**src/hw/rtl/tkim_pkg.sv**
```systemverilog
// Package for the touch key I2C master: sequence steps, operation codes, key table.
// No dependencies.
`default_nettype none
package tkim_pkg;

  localparam int unsigned CfgIdxW = 2;
  localparam logic [CfgIdxW-1:0] CFG_DEV_ADDR  = 2'd0;
  localparam logic [CfgIdxW-1:0] CFG_SETUP_REG = 2'd1;
  localparam logic [CfgIdxW-1:0] CFG_KEY_REG   = 2'd2;
  localparam logic [CfgIdxW-1:0] CFG_TICKS     = 2'd3;

  typedef enum logic [1:0] {
    OP_TICK  = 2'd0,
    OP_LOAD  = 2'd1,
    OP_WRITE = 2'd2,
    OP_NONE  = 2'd3
  } op_e;

  typedef enum logic [3:0] {
    S_IDLE     = 4'd0,
    S_W_START  = 4'd1,
    S_W_ADDR   = 4'd2,
    S_W_REG    = 4'd3,
    S_W_DATA   = 4'd4,
    S_W_STOP   = 4'd5,
    S_R_START  = 4'd6,
    S_R_ADDR   = 4'd7,
    S_R_REG    = 4'd8,
    S_R_RSTART = 4'd9,
    S_R_ADDRR  = 4'd10,
    S_R_LOW    = 4'd11,
    S_R_HIGH   = 4'd12,
    S_R_STOP   = 4'd13
  } step_e;

  typedef enum logic [1:0] {
    ST_OK       = 2'd0,
    ST_ADDR_NAK = 2'd1,
    ST_REG_NAK  = 2'd2,
    ST_LATE_NAK = 2'd3
  } status_e;

  // Classified request passed from front to back
  typedef struct packed {
    op_e        op;
    logic [4:0] table_index;
    logic [7:0] table_byte;
    logic       sda_level;
    logic       scl_level;
    logic       irq_level;
  } req_t;

  // Result item
  typedef struct packed {
    logic       scl_release;
    logic       sda_release;
    logic       busy_res;
    logic       done_res;
    logic [1:0] status;
    logic       key_valid;
    logic [7:0] key_code;
  } res_t;

  // One-hot mask to key character
  function automatic logic [8:0] key_decode(input logic [15:0] mask);
    logic [8:0] r;
    r = {1'b0, 8'hFF};
    case (mask)
      16'h0001: r = {1'b1, 8'h31};
      16'h0400: r = {1'b1, 8'h32};
      16'h0080: r = {1'b1, 8'h33};
      16'h0002: r = {1'b1, 8'h34};
      16'h0800: r = {1'b1, 8'h35};
      16'h0040: r = {1'b1, 8'h36};
      16'h0008: r = {1'b1, 8'h37};
      16'h0100: r = {1'b1, 8'h38};
      16'h0020: r = {1'b1, 8'h39};
      16'h0004: r = {1'b1, 8'h2A};
      16'h0200: r = {1'b1, 8'h30};
      16'h0010: r = {1'b1, 8'h23};
      default:  r = {1'b0, 8'hFF};
    endcase
    return r;
  endfunction

endpackage
`default_nettype wire

```
**src/hw/rtl/touch_key_i2c_master_unit.sv**
```systemverilog
// Touch key I2C master top level: configuration registers, front queue, sequencer.
// An accepted request passes through the front queue and the sequencer into the output register.
// Throughput: one request per cycle while the result output is not stalled; the sequencer takes one step per request.
// Each request gives exactly one result; the two-entry queue absorbs output stalls.
// Reset (rst_ni low, asynchronous) empties the queue, idles the bus and loads
// the register defaults; setup table contents stay undefined until loaded.
`default_nettype none
module touch_key_i2c_master_unit
  import tkim_pkg::*;
#(
  parameter int unsigned TableBytes = 21
) (
  input  wire logic        clk_i,
  input  wire logic        rst_ni,
  input  wire logic        s_tvalid,
  output logic             s_tready,
  // operation[1:0]
  input  wire logic [1:0]  s_tuser,
  // table_index[4:0], table_byte[12:5], sda_level[13], scl_level[14], irq_level[15]
  input  wire logic [15:0] s_tdata,
  output logic             m_tvalid,
  input  wire logic        m_tready,
  // scl_release[0], sda_release[1], busy_res[2], done_res[3], status[5:4],
  // key_valid[6], key_code[14:7], zero fill
  output logic [15:0]      m_tdata,
  input  wire logic        cfg_valid_i,
  output logic             cfg_ready_o,
  input  wire logic [1:0]  cfg_index_i,
  input  wire logic [15:0] cfg_data_i
);

  logic [6:0]  dev_addr_q;
  logic [7:0]  setup_reg_q, key_reg_q;
  logic [15:0] ticks_q;
  logic        req_valid, req_ready, res_valid;
  req_t        req;
  res_t        res;

  assign cfg_ready_o = 1'b1;

  // Configuration registers
  always_ff @(posedge clk_i or negedge rst_ni) begin
    if (!rst_ni) begin
      dev_addr_q  <= 7'd80;
      setup_reg_q <= 8'hB0;
      key_reg_q   <= 8'h08;
      ticks_q     <= 16'd1;
    end else if (cfg_valid_i) begin
      case (cfg_index_i)
        CFG_DEV_ADDR:  dev_addr_q  <= cfg_data_i[6:0];
        CFG_SETUP_REG: setup_reg_q <= cfg_data_i[7:0];
        CFG_KEY_REG:   key_reg_q   <= cfg_data_i[7:0];
        CFG_TICKS:     ticks_q     <= cfg_data_i;
        default: ;
      endcase
    end
  end

  tkim_front u_front (
    .clk_i, .rst_ni,
    .s_tvalid_i  (s_tvalid),
    .s_tready_o  (s_tready),
    .s_tuser_i   (s_tuser),
    .s_tdata_i   (s_tdata),
    .req_valid_o (req_valid),
    .req_ready_i (req_ready),
    .req_o       (req)
  );

  tkim_seq #(.TableBytes(TableBytes)) u_seq (
    .clk_i, .rst_ni,
    .req_valid_i (req_valid),
    .req_ready_o (req_ready),
    .req_i       (req),
    .dev_addr_i  (dev_addr_q),
    .setup_reg_i (setup_reg_q),
    .key_reg_i   (key_reg_q),
    .ticks_i     (ticks_q),
    .res_valid_o (res_valid),
    .res_ready_i (m_tready),
    .res_o       (res)
  );

  assign m_tvalid = res_valid;
  assign m_tdata  = {1'b0, res.key_code, res.key_valid, res.status, res.done_res,
                     res.busy_res, res.sda_release, res.scl_release};

endmodule
`default_nettype wire

```
**src/hw/rtl/tkim_front.sv**
```systemverilog
// Front end: takes input requests, unpacks and classifies them into a short queue.
// Depends on tkim_pkg.
`default_nettype none
module tkim_front
  import tkim_pkg::*;
(
  input  wire logic        clk_i,
  input  wire logic        rst_ni,
  input  wire logic        s_tvalid_i,
  output logic             s_tready_o,
  input  wire logic [1:0]  s_tuser_i,
  input  wire logic [15:0] s_tdata_i,
  output logic             req_valid_o,
  input  wire logic        req_ready_i,
  output req_t             req_o
);

  localparam int unsigned Depth = 2;

  req_t       fifo_q [Depth];
  logic [0:0] wr_ptr_q, rd_ptr_q;
  logic [1:0] cnt_q;
  logic       push, pop;
  req_t       req_in;

  // Unpack: operation from tuser; index, byte, sda, scl, irq from the lowest bit up
  always_comb begin
    req_in.op          = op_e'(s_tuser_i);
    req_in.table_index = s_tdata_i[4:0];
    req_in.table_byte  = s_tdata_i[12:5];
    req_in.sda_level   = s_tdata_i[13];
    req_in.scl_level   = s_tdata_i[14];
    req_in.irq_level   = s_tdata_i[15];
  end

  assign s_tready_o  = (cnt_q != 2'(Depth));
  assign push        = s_tvalid_i && s_tready_o;
  assign req_valid_o = (cnt_q != 2'd0);
  assign pop         = req_valid_o && req_ready_i;
  assign req_o       = fifo_q[rd_ptr_q];

  // Queue storage
  always_ff @(posedge clk_i) begin
    if (push) begin
      fifo_q[wr_ptr_q] <= req_in;
    end
  end

  // Queue pointers
  always_ff @(posedge clk_i or negedge rst_ni) begin
    if (!rst_ni) begin
      wr_ptr_q <= '0;
      rd_ptr_q <= '0;
      cnt_q    <= '0;
    end else begin
      if (push) wr_ptr_q <= wr_ptr_q + 1'b1;
      if (pop)  rd_ptr_q <= rd_ptr_q + 1'b1;
      cnt_q <= cnt_q + 2'(push) - 2'(pop);
    end
  end

endmodule
`default_nettype wire

```
**src/hw/rtl/tkim_seq.sv**
```systemverilog
// Back end: the bus sequencer, setup table and result register.
// Depends on tkim_pkg.
`default_nettype none
module tkim_seq
  import tkim_pkg::*;
#(
  parameter int unsigned TableBytes = 21
) (
  input  wire logic        clk_i,
  input  wire logic        rst_ni,
  input  wire logic        req_valid_i,
  output logic             req_ready_o,
  input  req_t             req_i,
  input  wire logic [6:0]  dev_addr_i,
  input  wire logic [7:0]  setup_reg_i,
  input  wire logic [7:0]  key_reg_i,
  input  wire logic [15:0] ticks_i,
  output logic             res_valid_o,
  input  wire logic        res_ready_i,
  output res_t             res_o
);

  localparam int unsigned IdxW = (TableBytes > 1) ? $clog2(TableBytes) : 1;
  localparam int unsigned CntW = $clog2(TableBytes + 1);

  step_e            step_q, step_d;
  logic [15:0]      timer_q, timer_d;
  logic [3:0]       bit_q, bit_d;
  logic [CntW-1:0]  byte_q, byte_d;
  logic [7:0]       shift_q, shift_d;
  logic [7:0]       sum_q, sum_d;
  logic [15:0]      mask_q, mask_d;
  logic             armed_q, armed_d;
  logic [1:0]       half_q, half_d;
  logic             hold_q, hold_d;
  status_e          pend_q, pend_d;
  logic [7:0]       table_q [TableBytes];
  logic             res_full_q;
  res_t             res_q, res_n;
  logic             take;
  logic [7:0]       tbl_rd;
  logic [15:0]      lim;
  logic [8:0]       dec;

  assign req_ready_o = !res_full_q || res_ready_i;
  assign take        = req_valid_i && req_ready_o;
  assign res_valid_o = res_full_q;
  assign res_o       = res_q;
  assign lim         = (ticks_i == 16'd0) ? 16'd1 : ticks_i;
  assign dec         = key_decode(mask_q);
  assign tbl_rd      = (byte_q < CntW'(TableBytes)) ? table_q[byte_q[IdxW-1:0]] : 8'd0;

  // Setup table
  always_ff @(posedge clk_i) begin
    if (take && req_i.op == OP_LOAD && {1'b0, req_i.table_index} < 6'(TableBytes)) begin
      table_q[req_i.table_index[IdxW-1:0]] <= req_i.table_byte;
    end
  end

  function automatic step_e next_of(input step_e s, input logic more);
    case (s)
      S_W_START:  return S_W_ADDR;
      S_W_ADDR:   return S_W_REG;
      S_W_REG:    return S_W_DATA;
      S_W_DATA:   return more ? S_W_DATA : S_W_STOP;
      S_R_START:  return S_R_ADDR;
      S_R_ADDR:   return S_R_REG;
      S_R_REG:    return S_R_RSTART;
      S_R_RSTART: return S_R_ADDRR;
      S_R_ADDRR:  return S_R_LOW;
      S_R_LOW:    return S_R_HIGH;
      S_R_HIGH:   return S_R_STOP;
      default:    return S_IDLE;
    endcase
  endfunction

  // Sequencer next state and result
  always_comb begin
    step_e s;
    step_e nx;
    logic  enter;
    logic  is_start, is_stop, is_recv, more;
    logic  [7:0] dbyte;
    step_d  = step_q;  timer_d = timer_q; bit_d  = bit_q;  byte_d = byte_q;
    shift_d = shift_q; sum_d   = sum_q;   mask_d = mask_q; armed_d = armed_q;
    half_d  = half_q;  hold_d  = hold_q;  pend_d = pend_q;
    enter = 1'b0; nx = S_IDLE;
    res_n = '0;
    res_n.key_code = 8'hFF;
    s        = step_q;
    is_start = (s == S_W_START) || (s == S_R_START) || (s == S_R_RSTART);
    is_stop  = (s == S_W_STOP) || (s == S_R_STOP);
    is_recv  = (s == S_R_LOW) || (s == S_R_HIGH);
    more     = (byte_q < CntW'(TableBytes));

    case (req_i.op)
      OP_WRITE: begin
        if (s == S_IDLE) begin
          byte_d = '0; sum_d = '0; pend_d = ST_OK;
          enter = 1'b1; nx = S_W_START;
        end
      end
      OP_TICK: begin
        if (s == S_IDLE) begin
          if (!req_i.irq_level && armed_q) begin
            pend_d = ST_OK; enter = 1'b1; nx = S_R_START;
          end
        end else if (hold_q) begin
          if (req_i.scl_level) begin
            enter = 1'b1; nx = next_of(s, more);
          end
        end else if (timer_q + 16'd1 >= lim) begin
          timer_d = '0;
          if (is_start) begin
            half_d = half_q + 2'd1;
            if (half_q == 2'd2) begin enter = 1'b1; nx = next_of(s, more); end
          end else if (is_stop) begin
            half_d = half_q + 2'd1;
            if (half_q == 2'd2) begin
              res_n.done_res = 1'b1;
              res_n.status   = pend_q;
              if (s == S_R_STOP && pend_q == ST_OK && dec[8]) begin
                res_n.key_valid = 1'b1;
                res_n.key_code  = dec[7:0];
                armed_d = 1'b0;
              end
              enter = 1'b1; nx = S_IDLE;
            end
          end else if (half_q == 2'd0) begin
            half_d = 2'd1;
          end else if (bit_q < 4'd8) begin
            if (is_recv) shift_d = {shift_q[6:0], req_i.sda_level};
            bit_d  = bit_q + 4'd1;
            half_d = 2'd0;
            if (is_recv && bit_q == 4'd7) begin
              if (s == S_R_LOW) mask_d = {mask_q[15:8], shift_q[6:0], req_i.sda_level};
              else mask_d = {shift_q[6:0], req_i.sda_level, mask_q[7:0]};
            end
          end else if (is_recv) begin
            enter = 1'b1; nx = next_of(s, more);
          end else if (req_i.sda_level) begin
            if (s == S_W_ADDR || s == S_R_ADDR) pend_d = ST_ADDR_NAK;
            else if (s == S_W_REG || s == S_R_REG) pend_d = ST_REG_NAK;
            else pend_d = ST_LATE_NAK;
            enter = 1'b1;
            nx = (s <= S_W_STOP) ? S_W_STOP : S_R_STOP;
          end else if (req_i.scl_level) begin
            enter = 1'b1; nx = next_of(s, more);
          end else begin
            hold_d = 1'b1;
          end
        end else begin
          timer_d = timer_q + 16'd1;
        end
        if (req_i.irq_level) armed_d = 1'b1;
      end
      default: ;
    endcase

    // Data-byte advance counts the byte just finished
    if (enter && s == S_W_DATA && nx == S_W_DATA) byte_d = byte_q + 1'b1;

    // Entry into a step
    if (enter) begin
      step_d = nx; half_d = '0; bit_d = '0; timer_d = '0; hold_d = 1'b0;
      dbyte = (byte_d < CntW'(TableBytes)) ?
              table_q[byte_d[IdxW-1:0]] : sum_q;
      case (nx)
        S_W_ADDR, S_R_ADDR: shift_d = {dev_addr_i, 1'b0};
        S_R_ADDRR:          shift_d = {dev_addr_i, 1'b1};
        S_W_REG:            shift_d = setup_reg_i;
        S_R_REG:            shift_d = key_reg_i;
        S_W_DATA: begin
          shift_d = dbyte;
          if (byte_d < CntW'(TableBytes)) sum_d = sum_q + dbyte;
        end
        default:            shift_d = '0;
      endcase
    end else begin
      dbyte = tbl_rd;
    end

    // Line drive after this request
    res_n.busy_res = (step_d != S_IDLE);
    if (step_d == S_IDLE) begin
      res_n.scl_release = 1'b1; res_n.sda_release = 1'b1;
    end else if (step_d == S_W_START || step_d == S_R_START || step_d == S_R_RSTART) begin
      res_n.scl_release = (half_d != 2'd0); res_n.sda_release = (half_d != 2'd2);
    end else if (step_d == S_W_STOP || step_d == S_R_STOP) begin
      res_n.scl_release = (half_d != 2'd0); res_n.sda_release = (half_d == 2'd2);
    end else begin
      res_n.scl_release = half_d[0];
      if (bit_d < 4'd8)
        res_n.sda_release = (step_d == S_R_LOW || step_d == S_R_HIGH) ? 1'b1 :
                            shift_d[3'd7 - bit_d[2:0]];
      else if (step_d == S_R_LOW)
        res_n.sda_release = 1'b0;
      else
        res_n.sda_release = 1'b1;
    end
  end

  // Sequencer state
  always_ff @(posedge clk_i or negedge rst_ni) begin
    if (!rst_ni) begin
      step_q <= S_IDLE; timer_q <= '0; bit_q <= '0; byte_q <= '0;
      shift_q <= '0; sum_q <= '0; mask_q <= '0; armed_q <= 1'b1;
      half_q <= '0; hold_q <= 1'b0; pend_q <= ST_OK;
    end else if (take) begin
      step_q <= step_d; timer_q <= timer_d; bit_q <= bit_d; byte_q <= byte_d;
      shift_q <= shift_d; sum_q <= sum_d; mask_q <= mask_d; armed_q <= armed_d;
      half_q <= half_d; hold_q <= hold_d; pend_q <= pend_d;
    end
  end

  // Output register
  always_ff @(posedge clk_i or negedge rst_ni) begin
    if (!rst_ni) begin
      res_full_q <= 1'b0;
    end else if (take) begin
      res_full_q <= 1'b1;
    end else if (res_ready_i) begin
      res_full_q <= 1'b0;
    end
  end

  always_ff @(posedge clk_i) begin
    if (take) res_q <= res_n;
  end

endmodule
`default_nettype wire

```
**config.mk**
```make
export PLATFORM = sky130hd
export DESIGN_NAME = touch_key_i2c_master_unit
export DESIGN_NICKNAME = d
export VERILOG_FILES = /design/src/hw/rtl/tkim_pkg.sv /design/src/hw/rtl/touch_key_i2c_master_unit.sv /design/src/hw/rtl/tkim_front.sv /design/src/hw/rtl/tkim_seq.sv
export SDC_FILE = /design/constraint.sdc
export NUM_CORES = 1
export LEC_CHECK = 0
export BUFFER_PORTS_ARGS = -buffer_cell sky130_fd_sc_hd__buf_4
export CORE_MARGIN = 4
export CORE_UTILIZATION = 60
export CTS_CLUSTER_DIAMETER = 200
export DETAILED_ROUTE_END_ITERATION = 8
export PLACE_DENSITY = 0.78
export RECOVER_POWER = 50
export REMOVE_ABC_BUFFERS = 1
export SLEW_MARGIN = 20
export SYNTH_ARGS = -nofsm -noshare
export SYNTH_HDL_FRONTEND = slang
export SYNTH_SLANG_ARGS = --single-unit
export TNS_END_PERCENT = 5
```
**constraint.sdc**
```tcl
create_clock -name clk_i -period 9 [get_ports clk_i]
set_input_delay 1.8 -clock clk_i [delete_from_list [all_inputs] [get_ports clk_i]]
set_output_delay 1.8 -clock clk_i [all_outputs]
set_load 0.01 [all_outputs]
```
==> flow_summary_export.csv <==
group,metric,value,unit
pwr,power_density,266,nW/µm²
cts,ctsResizeCount,0,
cts,postCtsHoldBufs,0,
critical_path,ff2ff_setup_slack,1.67,ns
pwr,p_leak,6.80,nW
critical_path,rr_worst_depth,29,
routing,num_vias,11500,
logic_synthesis,ys_seq_area_share,57.7,%
floorplan,fp.dieW,172,µm
cells_and_area,area_delta_synth_final,10.9,%
min_path,hold_path.class,"flip-flop to flip-flop",
timing,max_freq,0.136,GHz
run_status,run_status,"finished, violations left",
timing,final.setup_skew,0.0228,ns
critical_path,critPathKind,"flip-flop to flip-flop",
timing,maxSlewViolCount,192,
routing,dr.pass1.iters,6,
logic_synthesis,synth_most_common_cell,"edfxtp_1",
cells_and_area,multiInputGateArea,6350,µm²
cts,worstSkewPairLatency,0.53,ns
timing,relSlewSlack,-104,%
routing,wirelength,39000,µm
cts,path_clk_slew,0.06,ns
pwr,power,4.75,mW
cts,cts-htree-levels,2,
critical_path,crit_slowest_cell,"o22ai_2",
routing,drc,0,
placed_design,buffer_ports.inserted,56,
cells_and_area,final_util,68.1,%
pwr,p_clk_share,30.3,%
placed_design,dpl_cell_area,16800,µm²
logic_synthesis,synth_edf_count,217,
pwr,peakVddDrop,383,µV
grt,antenna_found_initial,0,
cts,clk_path_buf_depth,3,
timing,finalSetupViolCount,0,
timing,worst_slew_pin_slew,3.06,ns
floorplan,coreArea,26300,µm²
critical_path,worstSetupEndpointType,"flip-flop",
pwr,switching_share,33.2,%
routing,drtIter0Drc,1192,
cells_and_area,layout-drive-gt1-share,15.6,%
min_path,min_to,"u_front.wr_ptr_q",
min_path,hold_depth,1,
cts,cts_setup_buffers,0,
cts,clkSinkCount,328,
placed_design,dpl.hpwl,26300,µm
critical_path,crit_required,9.45,ns
timing,period_minus_slack,7.33,ns
min_path,holdCritStartpoint,"u_front.wr_ptr_q",
placed_design,place_congestion,0.950,
logic_synthesis,yosysTopAreaCellShare,40.4,%
logic_synthesis,yosys_warnings,0,
critical_path,max_stage_delay,0.75,ns
pwr,power_frac_comb,27.1,%
run,maxCapViolations,4,
cells_and_area,diodes,0,
floorplan,io_pins,60,
timing,rsz0062_at_grt,"no",
cts,cts_made_buffers,35,
cells_and_area,seq_area,9300,µm²
logic_synthesis,synth_common_cells,"edfxtp_1 (217), nand2_1 (190), dfrtp_1 (103), nor2_1 (94), mux2_2 (74)",
critical_path,start_kind,"flip-flop",
logic_synthesis,async_flop_share,33.8,%
floorplan,die_h,172,µm
routing,antenna_left,0,
routing,wire_per_inst,21.8,µm
grt,grt_max_degree,59,
grt,grt_overflow,0,
pwr,p_sw,1.58,mW
timing,fin_crit_sh,81.4,%
logic_synthesis,synthFlopType,"edfxtp_1",
run_status,violations,"capacitance limit, slew limit",
timing,setup_tns,0,ns
pwr,intPower,3.17,mW
timing,finalHoldViolations,0,
logic_synthesis,syn_area,16100,µm²
critical_path,cp_common_cell,"a21o_1",
grt,track_usage,26.7,%
cts,root_buffer,"clkbuf_16",
critical_path,r2r_end,"u_seq.sum_q[7]",
logic_synthesis,synthTopCellsByArea,"edfxtp_1 (40%), dfrtp_1 (16%), mux2_2 (5.2%)",
cts,cts_tree,"built",
critical_path,critPathMaxFanout,36,
logic_synthesis,synth_cell_types,100,
floorplan,row_count,59,
cells_and_area,design_area,17900,µm²
routing,vias_per_cell,6.43,
floorplan,die_area,29600,µm²
cells_and_area,nFillCells,1916,
cells_and_area,final_nets,1501,
logic_synthesis,synth.ff_latch_count,328,
grt,grt_first_pass_wirelength,61700,µm
critical_path,crit_arrival,7.78,ns
floorplan,start_util,61.4,%
critical_path,r2r-start,"u_seq.timer_q[2]",
grt,first_global_vias,11300,
pwr,p_seq_share,42.6,%
logic_synthesis,yosys.area.top_type,"edfxtp_1",
logic_synthesis,avgSynthCellArea,11.7,µm²
logic_synthesis,syn_inst,1382,
critical_path,critPathLaunch,"u_seq.timer_q[2]",
## worst max path at each step
stage                     endpoint  slack (ns)  depth (start not counted)
global route        u_seq.sum_q[7]        1.18                         28
CTS                 u_seq.sum_q[7]        1.77                         28
finish              u_seq.sum_q[7]        1.67                         29
detailed placement  u_seq.sum_q[7]        1.82                         28
global placement    u_seq.sum_q[7]        2.06                         28
floorplan           u_seq.sum_q[7]        2.43                         28
## power by group through the flow
stage	combinational (mW)	clock [mW]	sequential, mW
floorplan	0.853	0	2.02
global placement	1.24	0	2.04
detailed placement	1.27	0	2.04
CTS	1.28	1.46	2.02
global route	1.41	1.53	2.04
finish	1.29	1.44	2.02
## worst max-delay path, delay by kind of cell, from the launching register on
| family | cells | cell delay [ns] |
|---|---|---|
| fa+ha+maj | 2 | 0.61 |
| simple gates | 11 | 2.69 |
| flops | 1 | 0.42 |
| compound gates | 13 | 2.89 |
| buf+inv | 1 | 0.22 |
| xor+xnor | 2 | 0.40 |
## flip-flops by register name, indices dropped and copies added (netlist names), 2 cells and up
| signal | count |
|---|---|
| u_seq.timer_q | 16 |
| u_seq.table_q | 168 |
| u_seq.res_o | 13 |
| u_seq.pend_q | 2 |
| u_seq.shift_q | 8 |
| u_front.cnt_q | 2 |
| u_seq.sum_q | 8 |
| u_seq.half_q | 2 |
| u_front.fifo_q | 36 |
| u_seq.bit_q | 4 |
| setup_reg_q | 8 |
| u_seq.byte_q | 5 |
| ticks_q | 16 |
| dev_addr_q | 7 |
| key_reg_q | 8 |
| u_seq.step_q | 4 |
| u_seq.mask_q | 16 |
## through the flow
| step | hold slack, ns | instances | setup WS, ns |
|---|---|---|---|
| floorplan | 0.450 | 1321 | 2.43 |
| global placement | 0.466 | 1727 | 2.06 |
| detailed placement | 0.488 | 1727 | 1.82 |
| CTS | 0.500 | 1790 | 1.77 |
| global route | 0.522 | 1790 | 1.18 |
| finish | 0.495 | 1790 | 1.67 |
## cells in the final DEF (no fill, tap or decap), types with 7 or more instances in the layout
cell         n
xnor2_1     21
mux2_1       9
a21oi_1     39
edfxtp_1   217
and3_1      10
a32o_1      10
nor2_1      94
a221oi_1    10
a22oi_1      7
o211ai_1    10
clkbuf_1    20
nor3_1      18
o21ai_0     72
ha_1        30
clkbuf_16   35
xor2_1      14
o32ai_1      9
nand3_1     67
mux2_2      65
nand2_1    190
nor4_1      14
clkbuf_4    17
mux2i_1     35
dfrtp_1    103
nor2b_1      8
dfstp_2      8
a31oi_1     22
a32oi_1      8
o21a_1       8
a21o_1      15
nand2b_1    15
buf_4       43
nand4_1     15
inv_1       46
## kinds of logic (layout without fill, tap and decap cells)
logic type	after synthesis	after routing	synth area share (%)
AO/OA/AOI/OAI	286	286	13.0
XOR/XNOR	35	35	1.90
adder cells (fa/ha/maj)	31	31	2.45
buffers and inverters	108	180	2.97
flip-flops	328	328	57.7
multiplexers	113	113	7.74
other	2	3	0.0466
AND/OR/NAND/NOR	479	479	14.2
## layout make-up
cell class | instances | share of cell area, %
clock inverter | 17 | 1.18
inverter | 46 | 0.965
sequential | 328 | 52.0
tap | 335 | 2.34
multi-input combinational | 947 | 35.5
timing repair buffer | 71 | 2.75
clock buffer | 46 | 5.24
## layer usage
metal  global-route usage [%]  vias up  routed length, µm
met5                        0        -                  0
met4                     10.8        0               1470
met3                     3.98       93               3050
met2                     44.5      582              19000
met1                     35.4     5583              15400
li1                         -     5251                  -
(Power assumes the default switching activity.)
